**src/hdl/plc_pkg.sv**
```systemverilog
// plc_pkg: shared types and codes for the positional list store
// operation and status codes, and the control word broadcast to every cell
// no dependencies
package plc_pkg;

  // wide enough for any position, count or cell index up to 1024 entries
  localparam int POS_BITS = 11;

  localparam logic [2:0] OP_APPEND      = 3'd0;
  localparam logic [2:0] OP_INSERT_AT   = 3'd1;
  localparam logic [2:0] OP_REMOVE_LAST = 3'd2;
  localparam logic [2:0] OP_REMOVE_AT   = 3'd3;
  localparam logic [2:0] OP_READ_AT     = 3'd4;
  localparam logic [2:0] OP_FIRST       = 3'd5;
  localparam logic [2:0] OP_LAST        = 3'd6;

  localparam logic [1:0] ST_OK    = 2'd0;
  localparam logic [1:0] ST_EMPTY = 2'd1;
  localparam logic [1:0] ST_FULL  = 2'd2;
  localparam logic [1:0] ST_NULL  = 2'd3;

  typedef struct packed {
    logic                ins;
    logic                rem;
    logic [POS_BITS-1:0] pos;
  } cell_ctrl_t;

endpackage

```
**src/hdl/plc_if.sv**
```systemverilog
// plc_in_if, plc_out_if: valid/ready channels of the positional list store
// command channel carries the operation, response channel the result
// no dependencies
interface plc_in_if #(
  parameter int ELEMENT_BITS = 32
);
  logic                    valid;
  logic                    ready;
  logic [2:0]              opcode;
  logic [7:0]              position;
  logic [ELEMENT_BITS-1:0] element;

  modport source (output valid, opcode, position, element, input ready);
  modport sink (input valid, opcode, position, element, output ready);
endinterface

interface plc_out_if #(
  parameter int ELEMENT_BITS = 32,
  parameter int COUNT_BITS   = 5
);
  logic                    valid;
  logic                    ready;
  logic [1:0]              status;
  logic [ELEMENT_BITS-1:0] element_out;
  logic [COUNT_BITS-1:0]   count;

  modport source (output valid, status, element_out, count, input ready);
  modport sink (input valid, status, element_out, count, output ready);
endinterface

```
**src/hdl/plc_cell.sv**
```systemverilog
// plc_cell: one list slot of the positional list store
// loads a new word, takes its left or right neighbor, and drives a read tap
// depends on plc_pkg
module plc_cell #(
  parameter int IDX          = 0,
  parameter int ELEMENT_BITS = 32
) (
  input  logic                    clk,
  input  plc_pkg::cell_ctrl_t     ctrl,
  input  logic [ELEMENT_BITS-1:0] elem_in,
  input  logic [ELEMENT_BITS-1:0] left,
  input  logic [ELEMENT_BITS-1:0] right,
  output logic [ELEMENT_BITS-1:0] val,
  output logic [ELEMENT_BITS-1:0] tap
);

  localparam logic [plc_pkg::POS_BITS-1:0] MY_IDX = plc_pkg::POS_BITS'(IDX);

  logic hit;
  logic above;

  assign hit   = (ctrl.pos == MY_IDX);
  assign above = (ctrl.pos < MY_IDX);
  assign tap   = hit ? val : '0;

  always_ff @(posedge clk) begin
    if (ctrl.ins && hit) begin
      val <= elem_in;
    end else if (ctrl.ins && above) begin
      val <= left;
    end else if (ctrl.rem && (hit || above)) begin
      val <= right;
    end
  end

endmodule

```
**src/hdl/positional_list_store.sv**
```systemverilog
// positional_list_store: ordered list of up to CAPACITY words in a row of cells
// channel  dir  payload                        transfer when
// cmd      in   opcode, position, element      cmd.valid && cmd.ready
// rsp      out  status, element_out, count     rsp.valid && rsp.ready
// one operation per cycle unless the response stalls; the cells from the position up shift at once on insert or remove
// the result is registered and the next command is taken while it is taken
// rst (synchronous) empties the list; cell contents stay undefined
// a stalled response holds cmd.ready low until it is taken
// depends on plc_pkg, plc_if, plc_cell
module positional_list_store #(
  parameter int CAPACITY     = 16,
  parameter int ELEMENT_BITS = 32
) (
  input logic     clk,
  input logic     rst,
  plc_in_if.sink  cmd,
  plc_out_if.source rsp
);

  localparam int CNTW = $clog2(CAPACITY + 1);
  localparam int PW   = plc_pkg::POS_BITS;

  logic [CNTW-1:0]         entry_count;
  logic [CNTW-1:0]         count_next;
  logic                    accept;
  logic [PW-1:0]           cnt_ext;
  logic [PW-1:0]           pos_ext;
  logic [PW-1:0]           last_pos;
  logic [1:0]              status_next;
  logic                    rd_used;
  logic [ELEMENT_BITS-1:0] rd_data;
  plc_pkg::cell_ctrl_t     ctrl;

  logic [ELEMENT_BITS-1:0] vals [CAPACITY];
  logic [ELEMENT_BITS-1:0] taps [CAPACITY];
  logic [ELEMENT_BITS-1:0] lefts [CAPACITY];
  logic [ELEMENT_BITS-1:0] rights [CAPACITY];

  assign cmd.ready = !rsp.valid || rsp.ready;
  assign accept    = cmd.valid && cmd.ready;
  assign cnt_ext   = PW'(entry_count);
  assign pos_ext   = PW'(cmd.position);
  assign last_pos  = cnt_ext - PW'(1);

  always_comb begin
    status_next = plc_pkg::ST_EMPTY;
    count_next  = entry_count;
    rd_used     = 1'b0;
    ctrl.ins    = 1'b0;
    ctrl.rem    = 1'b0;
    ctrl.pos    = '0;
    case (cmd.opcode)
      plc_pkg::OP_APPEND, plc_pkg::OP_INSERT_AT: begin
        if (cmd.element == '0) begin
          status_next = plc_pkg::ST_NULL;
        end else if (entry_count == CNTW'(CAPACITY)) begin
          status_next = plc_pkg::ST_FULL;
        end else begin
          status_next = plc_pkg::ST_OK;
          count_next  = entry_count + CNTW'(1);
          ctrl.ins    = accept;
          ctrl.pos    = (cmd.opcode == plc_pkg::OP_APPEND || pos_ext > cnt_ext) ?
                        cnt_ext : pos_ext;
        end
      end
      plc_pkg::OP_REMOVE_LAST, plc_pkg::OP_REMOVE_AT: begin
        if (entry_count != '0) begin
          status_next = plc_pkg::ST_OK;
          count_next  = entry_count - CNTW'(1);
          rd_used     = 1'b1;
          ctrl.rem    = accept;
          ctrl.pos    = (cmd.opcode == plc_pkg::OP_REMOVE_LAST || pos_ext >= cnt_ext) ?
                        last_pos : pos_ext;
        end
      end
      plc_pkg::OP_READ_AT: begin
        ctrl.pos = pos_ext;
        if (pos_ext < cnt_ext) begin
          status_next = plc_pkg::ST_OK;
          rd_used     = 1'b1;
        end
      end
      plc_pkg::OP_FIRST: begin
        if (entry_count != '0) begin
          status_next = plc_pkg::ST_OK;
          rd_used     = 1'b1;
        end
      end
      plc_pkg::OP_LAST: begin
        ctrl.pos = last_pos;
        if (entry_count != '0) begin
          status_next = plc_pkg::ST_OK;
          rd_used     = 1'b1;
        end
      end
      default: begin
        status_next = plc_pkg::ST_EMPTY;
      end
    endcase
  end

  genvar g;
  generate
    for (g = 0; g < CAPACITY; g++) begin : g_cell
      if (g == 0) begin : g_first
        assign lefts[g] = '0;
      end else begin : g_inner_l
        assign lefts[g] = vals[g-1];
      end
      if (g == CAPACITY - 1) begin : g_last
        assign rights[g] = '0;
      end else begin : g_inner_r
        assign rights[g] = vals[g+1];
      end
      plc_cell #(
        .IDX          (g),
        .ELEMENT_BITS (ELEMENT_BITS)
      ) u_cell (
        .clk     (clk),
        .ctrl    (ctrl),
        .elem_in (cmd.element),
        .left    (lefts[g]),
        .right   (rights[g]),
        .val     (vals[g]),
        .tap     (taps[g])
      );
    end
  endgenerate

  // at most one tap is nonzero
  always_comb begin
    rd_data = '0;
    for (int i = 0; i < CAPACITY; i++) begin
      rd_data = rd_data | taps[i];
    end
  end

  always_ff @(posedge clk) begin
    if (rst) begin
      entry_count <= '0;
      rsp.valid   <= 1'b0;
    end else begin
      if (accept) begin
        entry_count <= count_next;
        rsp.valid   <= 1'b1;
      end else if (rsp.ready) begin
        rsp.valid <= 1'b0;
      end
    end
  end

  always_ff @(posedge clk) begin
    if (accept) begin
      rsp.status      <= status_next;
      rsp.element_out <= rd_used ? rd_data : '0;
      rsp.count       <= count_next;
    end
  end

endmodule

```
**src/flat_wrapper.sv**
```systemverilog
// flat-port wrapper written by rule: the top's interface ports become plain ports
module positional_list_store_flat 
#(
  parameter int CAPACITY     = 16,
  parameter int ELEMENT_BITS = 32
)
  (clk, rst, cmd_valid, cmd_opcode, cmd_position, cmd_element, cmd_ready, rsp_valid, rsp_status, rsp_element_out, rsp_count, rsp_ready);
  plc_in_if #(.ELEMENT_BITS(ELEMENT_BITS)) cmd_i ();
  plc_out_if #(.ELEMENT_BITS(ELEMENT_BITS), .COUNT_BITS((5))) rsp_i ();
  input logic clk;
  input logic rst;
  input wire logic [$bits(cmd_i.valid)-1:0] cmd_valid;
  input wire logic [$bits(cmd_i.opcode)-1:0] cmd_opcode;
  input wire logic [$bits(cmd_i.position)-1:0] cmd_position;
  input wire logic [$bits(cmd_i.element)-1:0] cmd_element;
  output wire logic [$bits(cmd_i.ready)-1:0] cmd_ready;
  output wire logic [$bits(rsp_i.valid)-1:0] rsp_valid;
  output wire logic [$bits(rsp_i.status)-1:0] rsp_status;
  output wire logic [$bits(rsp_i.element_out)-1:0] rsp_element_out;
  output wire logic [$bits(rsp_i.count)-1:0] rsp_count;
  input wire logic [$bits(rsp_i.ready)-1:0] rsp_ready;
  assign cmd_i.valid = cmd_valid;
  assign cmd_i.opcode = cmd_opcode;
  assign cmd_i.position = cmd_position;
  assign cmd_i.element = cmd_element;
  assign cmd_ready = cmd_i.ready;
  assign rsp_valid = rsp_i.valid;
  assign rsp_status = rsp_i.status;
  assign rsp_element_out = rsp_i.element_out;
  assign rsp_count = rsp_i.count;
  assign rsp_i.ready = rsp_ready;
  positional_list_store #(.CAPACITY(CAPACITY), .ELEMENT_BITS(ELEMENT_BITS)) u_core (.clk(clk), .rst(rst), .cmd(cmd_i), .rsp(rsp_i));
endmodule
```
**config.mk**
```make
export PLATFORM = sky130hd
export DESIGN_NAME = positional_list_store_flat
export DESIGN_NICKNAME = d
export VERILOG_FILES = /design/src/hdl/plc_pkg.sv /design/src/hdl/plc_if.sv /design/src/hdl/plc_cell.sv /design/src/hdl/positional_list_store.sv /design/src/flat_wrapper.sv
export SDC_FILE = /design/constraint.sdc
export NUM_CORES = 1
export LEC_CHECK = 0
export ABC_AREA = 0
export BUFFER_PORTS_ARGS = -buffer_cell sky130_fd_sc_hd__buf_2
export CELL_PAD_IN_SITES_DETAIL_PLACEMENT = 1
export CELL_PAD_IN_SITES_GLOBAL_PLACEMENT = 1
export CORE_ASPECT_RATIO = 1.25
export CORE_MARGIN = 3
export CORE_UTILIZATION = 50
export CTS_BUF_LIST = sky130_fd_sc_hd__clkbuf_8 sky130_fd_sc_hd__clkbuf_16
export CTS_CLUSTER_SIZE = 28
export DETAILED_ROUTE_END_ITERATION = 10
export HOLD_SLACK_MARGIN = 0.05
export PLACE_DENSITY_LB_ADDON = 0.1
export SETUP_SLACK_MARGIN = 0.2
export SYNTH_ARGS = -nofsm -noshare
export SYNTH_HDL_FRONTEND = slang
export SYNTH_SLANG_ARGS = --single-unit
```
**constraint.sdc**
```tcl
create_clock -name clk -period 7.7 [get_ports clk]
set_input_delay 0.385 -clock clk [delete_from_list [all_inputs] [get_ports clk]]
set_output_delay 0.385 -clock clk [all_outputs]
set_load 0.03 [all_outputs]
```
==> results of run 1 <==
[state kept, by name (all words and copies together), names as in the netlist]
| register | count |
|---|---|
| u_core.rsp.status | 2 |
| u_core.g_cell.u_cell.val | 512 |
| u_core.rsp.count | 5 |
| u_core.entry_count | 5 |
| u_core.rsp.element_out | 32 |
| u_core.rsp.valid | 1 |
[worst min-delay path by stage]
stage,from,to,depth (start not counted)
4_1_cts,cmd_element[26],u_core.g_cell[2].u_cell.val[26]$_DFFE_PP_,3
3_5_place_dp,u_core.rsp.valid$_SDFFE_PP0P_,u_core.rsp.valid$_SDFFE_PP0P_,2
6_report,cmd_element[29],u_core.g_cell[2].u_cell.val[29]$_DFFE_PP_,3
3_3_place_gp,u_core.rsp.valid$_SDFFE_PP0P_,u_core.rsp.valid$_SDFFE_PP0P_,2
5_1_grt,cmd_element[26],u_core.g_cell[2].u_cell.val[26]$_DFFE_PP_,3
2_1_floorplan,rst,u_core.entry_count[4]$_SDFFE_PP0P_,1
[synthesized netlist by cell type (4+ instances only)]
master     instances
o32ai_1            9
a21oi_1          112
clkbuf_1         184
a211oi_1           4
edfxtp_1         551
xnor2_1            4
and4_1             9
o211a_1            4
a22o_1            66
nand4_1            6
o2bb2ai_1         11
a41oi_1            9
and3_1            26
nor3_1            24
dfxtp_1            6
nor2_1           127
buf_1             24
buf_4              9
a22oi_1           88
nor4_1            10
a221oi_1          45
o21ai_1           13
inv_1              8
buf_2             54
o21ai_0          355
nand2_1          454
ha_1               7
a2bb2oi_1         10
mux2_1             6
mux2_2            31
buf_6              5
nand3_1           25
mux2i_1          445
a31oi_1           56
a222oi_1          23
[logic make-up after synthesis]
family          Yosys count  synth area share (%)
compound gates          836                  17.0
simple gates            709                  9.63
flops                   557                  53.4
mux                     482                  15.6
buf+inv                 287                  3.90
fa+ha+maj                 7                 0.281
xor+xnor                  5                 0.140
[power by group through the flow]
stage	Clock [mW]	Combinational, mW	Sequential, mW
after global placement	0	1.15	3.67
after detailed placement	0	1.19	3.68
after CTS	2.82	1.19	3.62
final	2.81	1.25	3.62
after global routing	2.93	1.27	3.63
after floorplan	0	0.645	3.68
[area by class of cell]
class	instances	area [um2]	share of cell area [%]
multi-input combinational	2039	13700	39.6
antenna	10	25.0	0.0722
clock buffer	61	1530	4.40
inverter	11	41.3	0.119
tap	824	1030	2.97
clock inverter	49	304	0.877
sequential	557	16700	48.1
timing repair buffer	191	1340	3.86
[tightest hold or removal path: cells and delay by family]
kind            cells  cell delay (ns)
compound gates      1             0.06
simple gates        1             0.09
buf+inv             1             0.21
[layer usage]
metal	GRT usage, %	vias to the layer above	part of all wire (%)	wire length (um)
met4	27.8	6	8.0	11000
met5	0	-	0.024	34
li1	-	10948	-	-
met2	63.6	2182	44	61500
met3	11.2	665	12	17300
met1	51.4	13604	35	49000
==> summary.md, run 1 <==
| Metric | Value |
|---|---|
| Crit-path slowest cell | a2111oi_1 |
| Post-Route Utilization | ~57% |
| Setup tns final | 0 ns |
| Sink Count | about 560 |
| Largest net degree at the start of global routing | 70 |
| Final Cell Area | roughly 35000 um2 |
| Main flop type after synthesis | edfxtp_1 |
| Setup ws final | 1.05 ns |
| Die area | between 60000 and 70000 um2 |
| Register area share after synthesis | approximately 53% |
| DP Area | 32800 um2 |
| Root buf cell | clkbuf_16 |
| Core area | approximately 60000 um2 |
| Total track usage | between 40% and 50% |
| Crit-path max FO | 18 |
| Filler cell count | approximately 6400 |
| Commonest cells after routing, fill and taps aside | edfxtp_1, nand2_1, mux2i_1 |
| Switching power total | 2.29 mW |
| Leak Pwr | about 12 nW |
| WS Path Type | primary input to flip-flop |
| Worst Setup SP | cmd_element[19] |
| Worst Setup End Kind | flip-flop |
| Post-synth top area share | a little over half |
| Capture point of the worst reg-to-reg path | u_core.rsp.element_out[11]$_SDFFCE_PN0P_ |
| Vias in the first global route | about 28000 |
| Crit path depth | 11 |
| Final setup skew | 0.0162 ns |
| Longest Clk Path Bufs | 3 |
| MaxCap Viol Count | 1 |
| Worst setup path end | u_core.rsp.element_out[11]$_SDFFCE_PN0P_ |
| Failing checks | max-capacitance violations, max-slew violations |
| Number of synthesized register bits | 557 |
| # DRC | 0 |
| Slew @ Worst Pin | 1.52 ns |
| Hold Path Class | primary input to flip-flop |
| CP Data Required Time | slightly above 8 ns |
| Int Power | 5.39 mW |
| Placement row count | 101 |
| Total chip power | approximately 7.7 mW |
| Layout cells sized above 1 | between 10% and 20% |
| Final ANT Viol Nets | 0 |
| Net Sw Frac | 29.8% |
| Worst slew margin | -1.90% |
| Post-CTS resize count | 0 |
| Final Wtd Congestion | 0.912 |
| Die height | ~290 um |
| Sequential Power Share | 47.2% |
| Largest area contributor in the netlist | edfxtp_1 |
| Global-route wire length before repair | between 150000 and 200000 um |
| Synthesis-to-layout area growth | 11.1% |
| Initial antenna violation count | 10 |
| Hold WS | ~0.27 ns |
| R2R cell count | 12 |
| Starting Density | roughly half |
| CP delay by family, top | compound AO/OA/AOI/OAI gates |
| Post-CTS Setup Inserts | 0 |
| DP HPWL | a little over 80000 um |
| Final std cells w/o fill | 3742 |
| Synth area leaders | edfxtp_1, mux2i_1, o21ai_0, nand2_1, clkbuf_1 |
| YS warnings | 0 |
| Gr ovfl total | 0 |
| CTS Hold Buffers Added | 3 |
| Routed length per placed instance | ~37 um |
| Cts bufs inserted | 59 |
| Status | complete, but fails checks |
| DRT Pass-1 Iters | 6 |
| WP buf/inv | 2 |
| Commonest non-fill, non-tap cell in the layout | edfxtp_1 |
| Max Slew Vio Count | 4 |
| PortBufs | 87 |
| Avg Cell Area, Syn | about 11 um2 |
| Clock Latency Late Sink | ~0.65 ns |
| FFs w/ async S/R, synth | 0% |
| Final Critical Period | roughly 6.7 ns |
| Setup crit start kind | primary input |
| Clock transition at path regs | 0.06 ns |
| # setup viols final | 0 |
| Worst reg2reg setup slack | 1.20 ns |
| Gate Count Post-Synth | approximately 2900 |
| I/O pins | 88 |
| Clk pwr share | 36.6% |
| Die extent in x | approximately 230 um |
| Critical Path AT | approximately 7 ns |
| RSZ-0062 raised after global routing | no |
| CTS tree | built |
| Vias | 27405 |
| Maximum VDD drop | approximately 0.00018 V |
| Initial DRC Count | 4073 |
| Worst stage delay on the critical path | ~1.3 ns |
| Post-placement cell count | around 3600 |
| Comb power frac | 16.2% |
| Worst path cell trace | buf_2 > nor4_1 > nand4_1 > o211ai_2 > a31oi_2 > a22o_1 > a2111oi_1 > and3_2 > buf_4 > a222oi_1 > a31oi_1 |
| H-tree depth | 2 |
| Synth cell types | 75 |
| Post-Syn Area | roughly 31000 um2 |
| Period utilisation layout | a little under nine tenths |
| DRT Wirelength | roughly 140000 um |
| Via/cell ratio | about 7.3 |
| Layout Nets | slightly below 3000 |
| Pwr Density | 222 nW/um2 |
| Endpoints failing hold | 0 |
| EDFF count, synth | about 550 |
| F_max | approximately 150 MHz |
| Worst R2R Start | u_core.entry_count[1]$_SDFFE_PP0P_ |
| Dpl ws | 0.805 ns |
| Post-Synthesis Net Count | 2937 |
No activity file was read; power rests on OpenSTA's default activity.
==> run 2, diff against run 1 <==
Settings changed: RECOVER_POWER set to 50.
==> summary.md, run 2 (synthesized netlist as in run 1, its figures left out) <==
| Metric | Value |
|---|---|
| Status | complete, but fails checks |
| Failing checks | max-capacitance violations, max-slew violations |
| DP Area | 32800 um2 (unchanged) |
| Post-CTS Setup Inserts | 0 (unchanged) |
| Max Slew Vio Count | 322 (+318) |
| Starting Density | 50.9% (unchanged) |
| Total track usage | 41.4% (unchanged) |
| # setup viols final | 0 (unchanged) |
| Clock transition at path regs | 0.06 ns (about the same) |
| Cts bufs inserted | 59 (unchanged) |
| Die area | 65400 um2 (unchanged) |
| WS Path Type | primary input to flip-flop |
| Commonest cells after routing, fill and taps aside | edfxtp_1, nand2_1, mux2i_1 |
| Via/cell ratio | 7.30 (-0.37%) |
| Clk pwr share | 36.8% (+0.2 points) |
| Final Wtd Congestion | 0.912 (unchanged) |
| Filler cell count | 6428 (+0.70%) |
| Final Cell Area | 34400 um2 (-0.72%) |
| Comb power frac | 16.0% (-0.2 points) |
| Setup tns final | 0 ns (unchanged) |
| MaxCap Viol Count | 16 (+15) |
| Vias in the first global route | 27831 (unchanged) |
| DP HPWL | 83200 um (unchanged) |
| Crit-path slowest cell | a2111oi_1 |
| Hold wc startpoint | cmd_element[26] |
| Layout cells sized above 1 | 10.4% (-2.4 points) |
| Routed length per placed instance | 37.1 um (about the same) |
| Maximum VDD drop | 0.000182 V (+0.28%) |
| Commonest non-fill, non-tap cell in the layout | edfxtp_1 |
| Final Critical Period | 7.27 ns (+0.619 ns) |
| CTS tree | built |
| Largest net degree at the start of global routing | 70 (unchanged) |
| R2R cell count | 13 (+1) |
| Root buf cell | clkbuf_16 |
| Worst path cell trace | clkbuf_1 > nor4_1 > nand4_1 > o211ai_1 > a31oi_1 > a221o_1 > a2111oi_1 > and3_2 > buf_4 > a222oi_1 > a31oi_1 |
| Hold EP | u_core.g_cell[2].u_cell.val[26]$_DFFE_PP_ |
| Critical path's most frequent cell | a31oi_1 |
| Die extent in x | 229 um (unchanged) |
| Worst stage delay on the critical path | 1.32 ns (-0.02 ns) |
| RSZ-0062 raised after global routing | no |
| CP delay by family, top | compound AO/OA/AOI/OAI gates |
| Worst R2R Start | u_core.entry_count[0]$_SDFFE_PP0P_ |
| Sequential Power Share | 47.3% (about the same) |
| Sink Count | 557 (unchanged) |
| Core area | 61300 um2 (unchanged) |
| Crit-path max FO | 18 (unchanged) |
| Synthesis-to-layout area growth | 10.3% |
| I/O pins | 88 (unchanged) |
| Placement row count | 101 (unchanged) |
| CP Data Required Time | 8.05 ns (about the same) |
| DRT Wirelength | 139000 um (about the same) |
| Hold path cells | 3 (unchanged) |
| Die height | 285 um (unchanged) |
| Final setup skew | 0.0241 ns (+0.00789 ns) |
| Endpoints failing hold | 0 (unchanged) |
| F_max | 138 MHz (-8.5%) |
| Critical Path AT | 7.62 ns (+0.62 ns) |
| Top Registers | u_core.g_cell.u_cell.val x512, u_core.rsp.element_out x32 |
| Global-route wire length before repair | 198000 um (unchanged) |
| Setup crit start kind | primary input |
| Max FFs per register | 512 (unchanged) |
| Hold WS | 0.263 ns (-0.00324 ns) |
| Leak Pwr | 11.5 nW (-1.7%) |
| Switching power total | 2.29 mW (-0.20%) |
| Period utilisation layout | 94.4% (+8.0 points) |
| Worst slew margin | -77.4% (-76 points) |
| WP buf/inv | 2 (unchanged) |
| Initial DRC Count | 4102 (+0.71%) |
| Final ANT Viol Nets | 0 (unchanged) |
| # DRC | 0 (unchanged) |
| PortBufs | 87 (unchanged) |
| Pwr Density | 223 nW/um2 (+0.58%) |
| Clock Latency Late Sink | 0.65 ns (about the same) |
| DRT Pass-1 Iters | 8 (+2) |
| Slew @ Worst Pin | 2.65 ns (+1.13 ns) |
| Biggest register | u_core.g_cell.u_cell.val |
| Int Power | 5.39 mW (-0.13%) |
| H-tree depth | 2 (unchanged) |
| Vias | 27289 (-0.42%) |
| Initial antenna violation count | 10 (unchanged) |
| Longest Clk Path Bufs | 3 (unchanged) |
| Worst Setup End Kind | flip-flop |
| Layout Nets | 2913 (unchanged) |
| Hold Path Class | primary input to flip-flop |
| Net Sw Frac | 29.8% (about the same) |
| Capture point of the worst reg-to-reg path | u_core.g_cell[8].u_cell.val[0]$_DFFE_PP_ |
| Worst reg2reg setup slack | 0.70 ns (-0.50 ns) |
| Gr ovfl total | 0 (unchanged) |
-- run 2: layout make-up --
| type | count | area, um2 | area share, % |
|---|---|---|---|
| flip-flops and latches | 557 | 16700 | 48.4 |
| multi-input cells | 2039 | 13600 | 39.5 |
| inverters | 11 | 41.3 | 0.120 |
| diodes | 8 | 20.0 | 0.0582 |
| well taps | 824 | 1030 | 3.00 |
| clock inverters | 49 | 304 | 0.884 |
| repair buffers | 191 | 1240 | 3.59 |
| clock buffers | 61 | 1530 | 4.44 |
-- run 2: what timing repair did --
action                                 CTS  global route
setup endpoints to repair                0             0
gates resized for setup                  0             0
hold buffers                             3             0
endpoints found under the hold margin    6             0
-- run 2: per-layer routing --
| metal | vias up | share of wire, % | track usage (%) |
|---|---|---|---|
| li1 | 10940 | - | - |
| met2 | 2131 | 44 | 63.6 |
| met5 | - | 0.025 | 0 |
| met1 | 13555 | 35 | 51.4 |
| met4 | 6 | 7.8 | 27.8 |
| met3 | 657 | 12 | 11.2 |
-- run 2: worst max-delay path by stage --
stage	slack, ns	cells after the start	to	from
6_report	0.43	11	u_core.rsp.element_out[11]$_SDFFCE_PN0P_	cmd_element[19]
5_1_grt	0.58	10	u_core.g_cell[6].u_cell.val[30]$_DFFE_PP_	cmd_element[19]
3_3_place_gp	0.75	11	u_core.rsp.element_out[11]$_SDFFCE_PN0P_	cmd_element[19]
2_1_floorplan	1.00	14	u_core.g_cell[1].u_cell.val[0]$_DFFE_PP_	u_core.entry_count[2]$_SDFFE_PP0P_
4_1_cts	1.41	11	u_core.rsp.element_out[11]$_SDFFCE_PN0P_	cmd_element[19]
3_5_place_dp	0.81	11	u_core.rsp.element_out[11]$_SDFFCE_PN0P_	cmd_element[19]
-- run 2: worst reg2reg max path, cell delays in order (launching register included) --
cell and delay [ns]:
dfxtp_1 0.47, clkinv_1 0.27, ha_1 0.36, nor3b_1 0.24, nand2_1 0.19, o211ai_1 0.31, a31oi_1 0.62, a22o_1 0.53
or2_2 0.65, buf_4 0.42, nand3_1 0.18, nor2_1 1.97, buf_12 0.36, o21ai_0 0.19
-- run 2: power groups by stage --
| stage | Sequential, mW | Clock, mW | Combinational [mW] |
|---|---|---|---|
| 6_report | 3.63 | 2.82 | 1.22 |
| 5_1_grt | 3.63 | 2.93 | 1.25 |
| 4_1_cts | 3.62 | 2.82 | 1.19 |
| 3_5_place_dp | 3.68 | 0 | 1.19 |
| 3_3_place_gp | 3.67 | 0 | 1.15 |
| 2_1_floorplan | 3.68 | 0 | 0.645 |
-- run 2: per-stage QoR --
stage	utilization, %	std cells	power [mW]	setup WS [ns]
floorplan	-	2883	4.32	1.00
global placement	53.4	3618	4.83	0.745
detailed placement	53.4	3618	4.86	0.805
CTS	56.5	3731	7.62	1.41
global route	56.1	3739	7.81	0.582
finish	56.1	3740	7.67	0.430
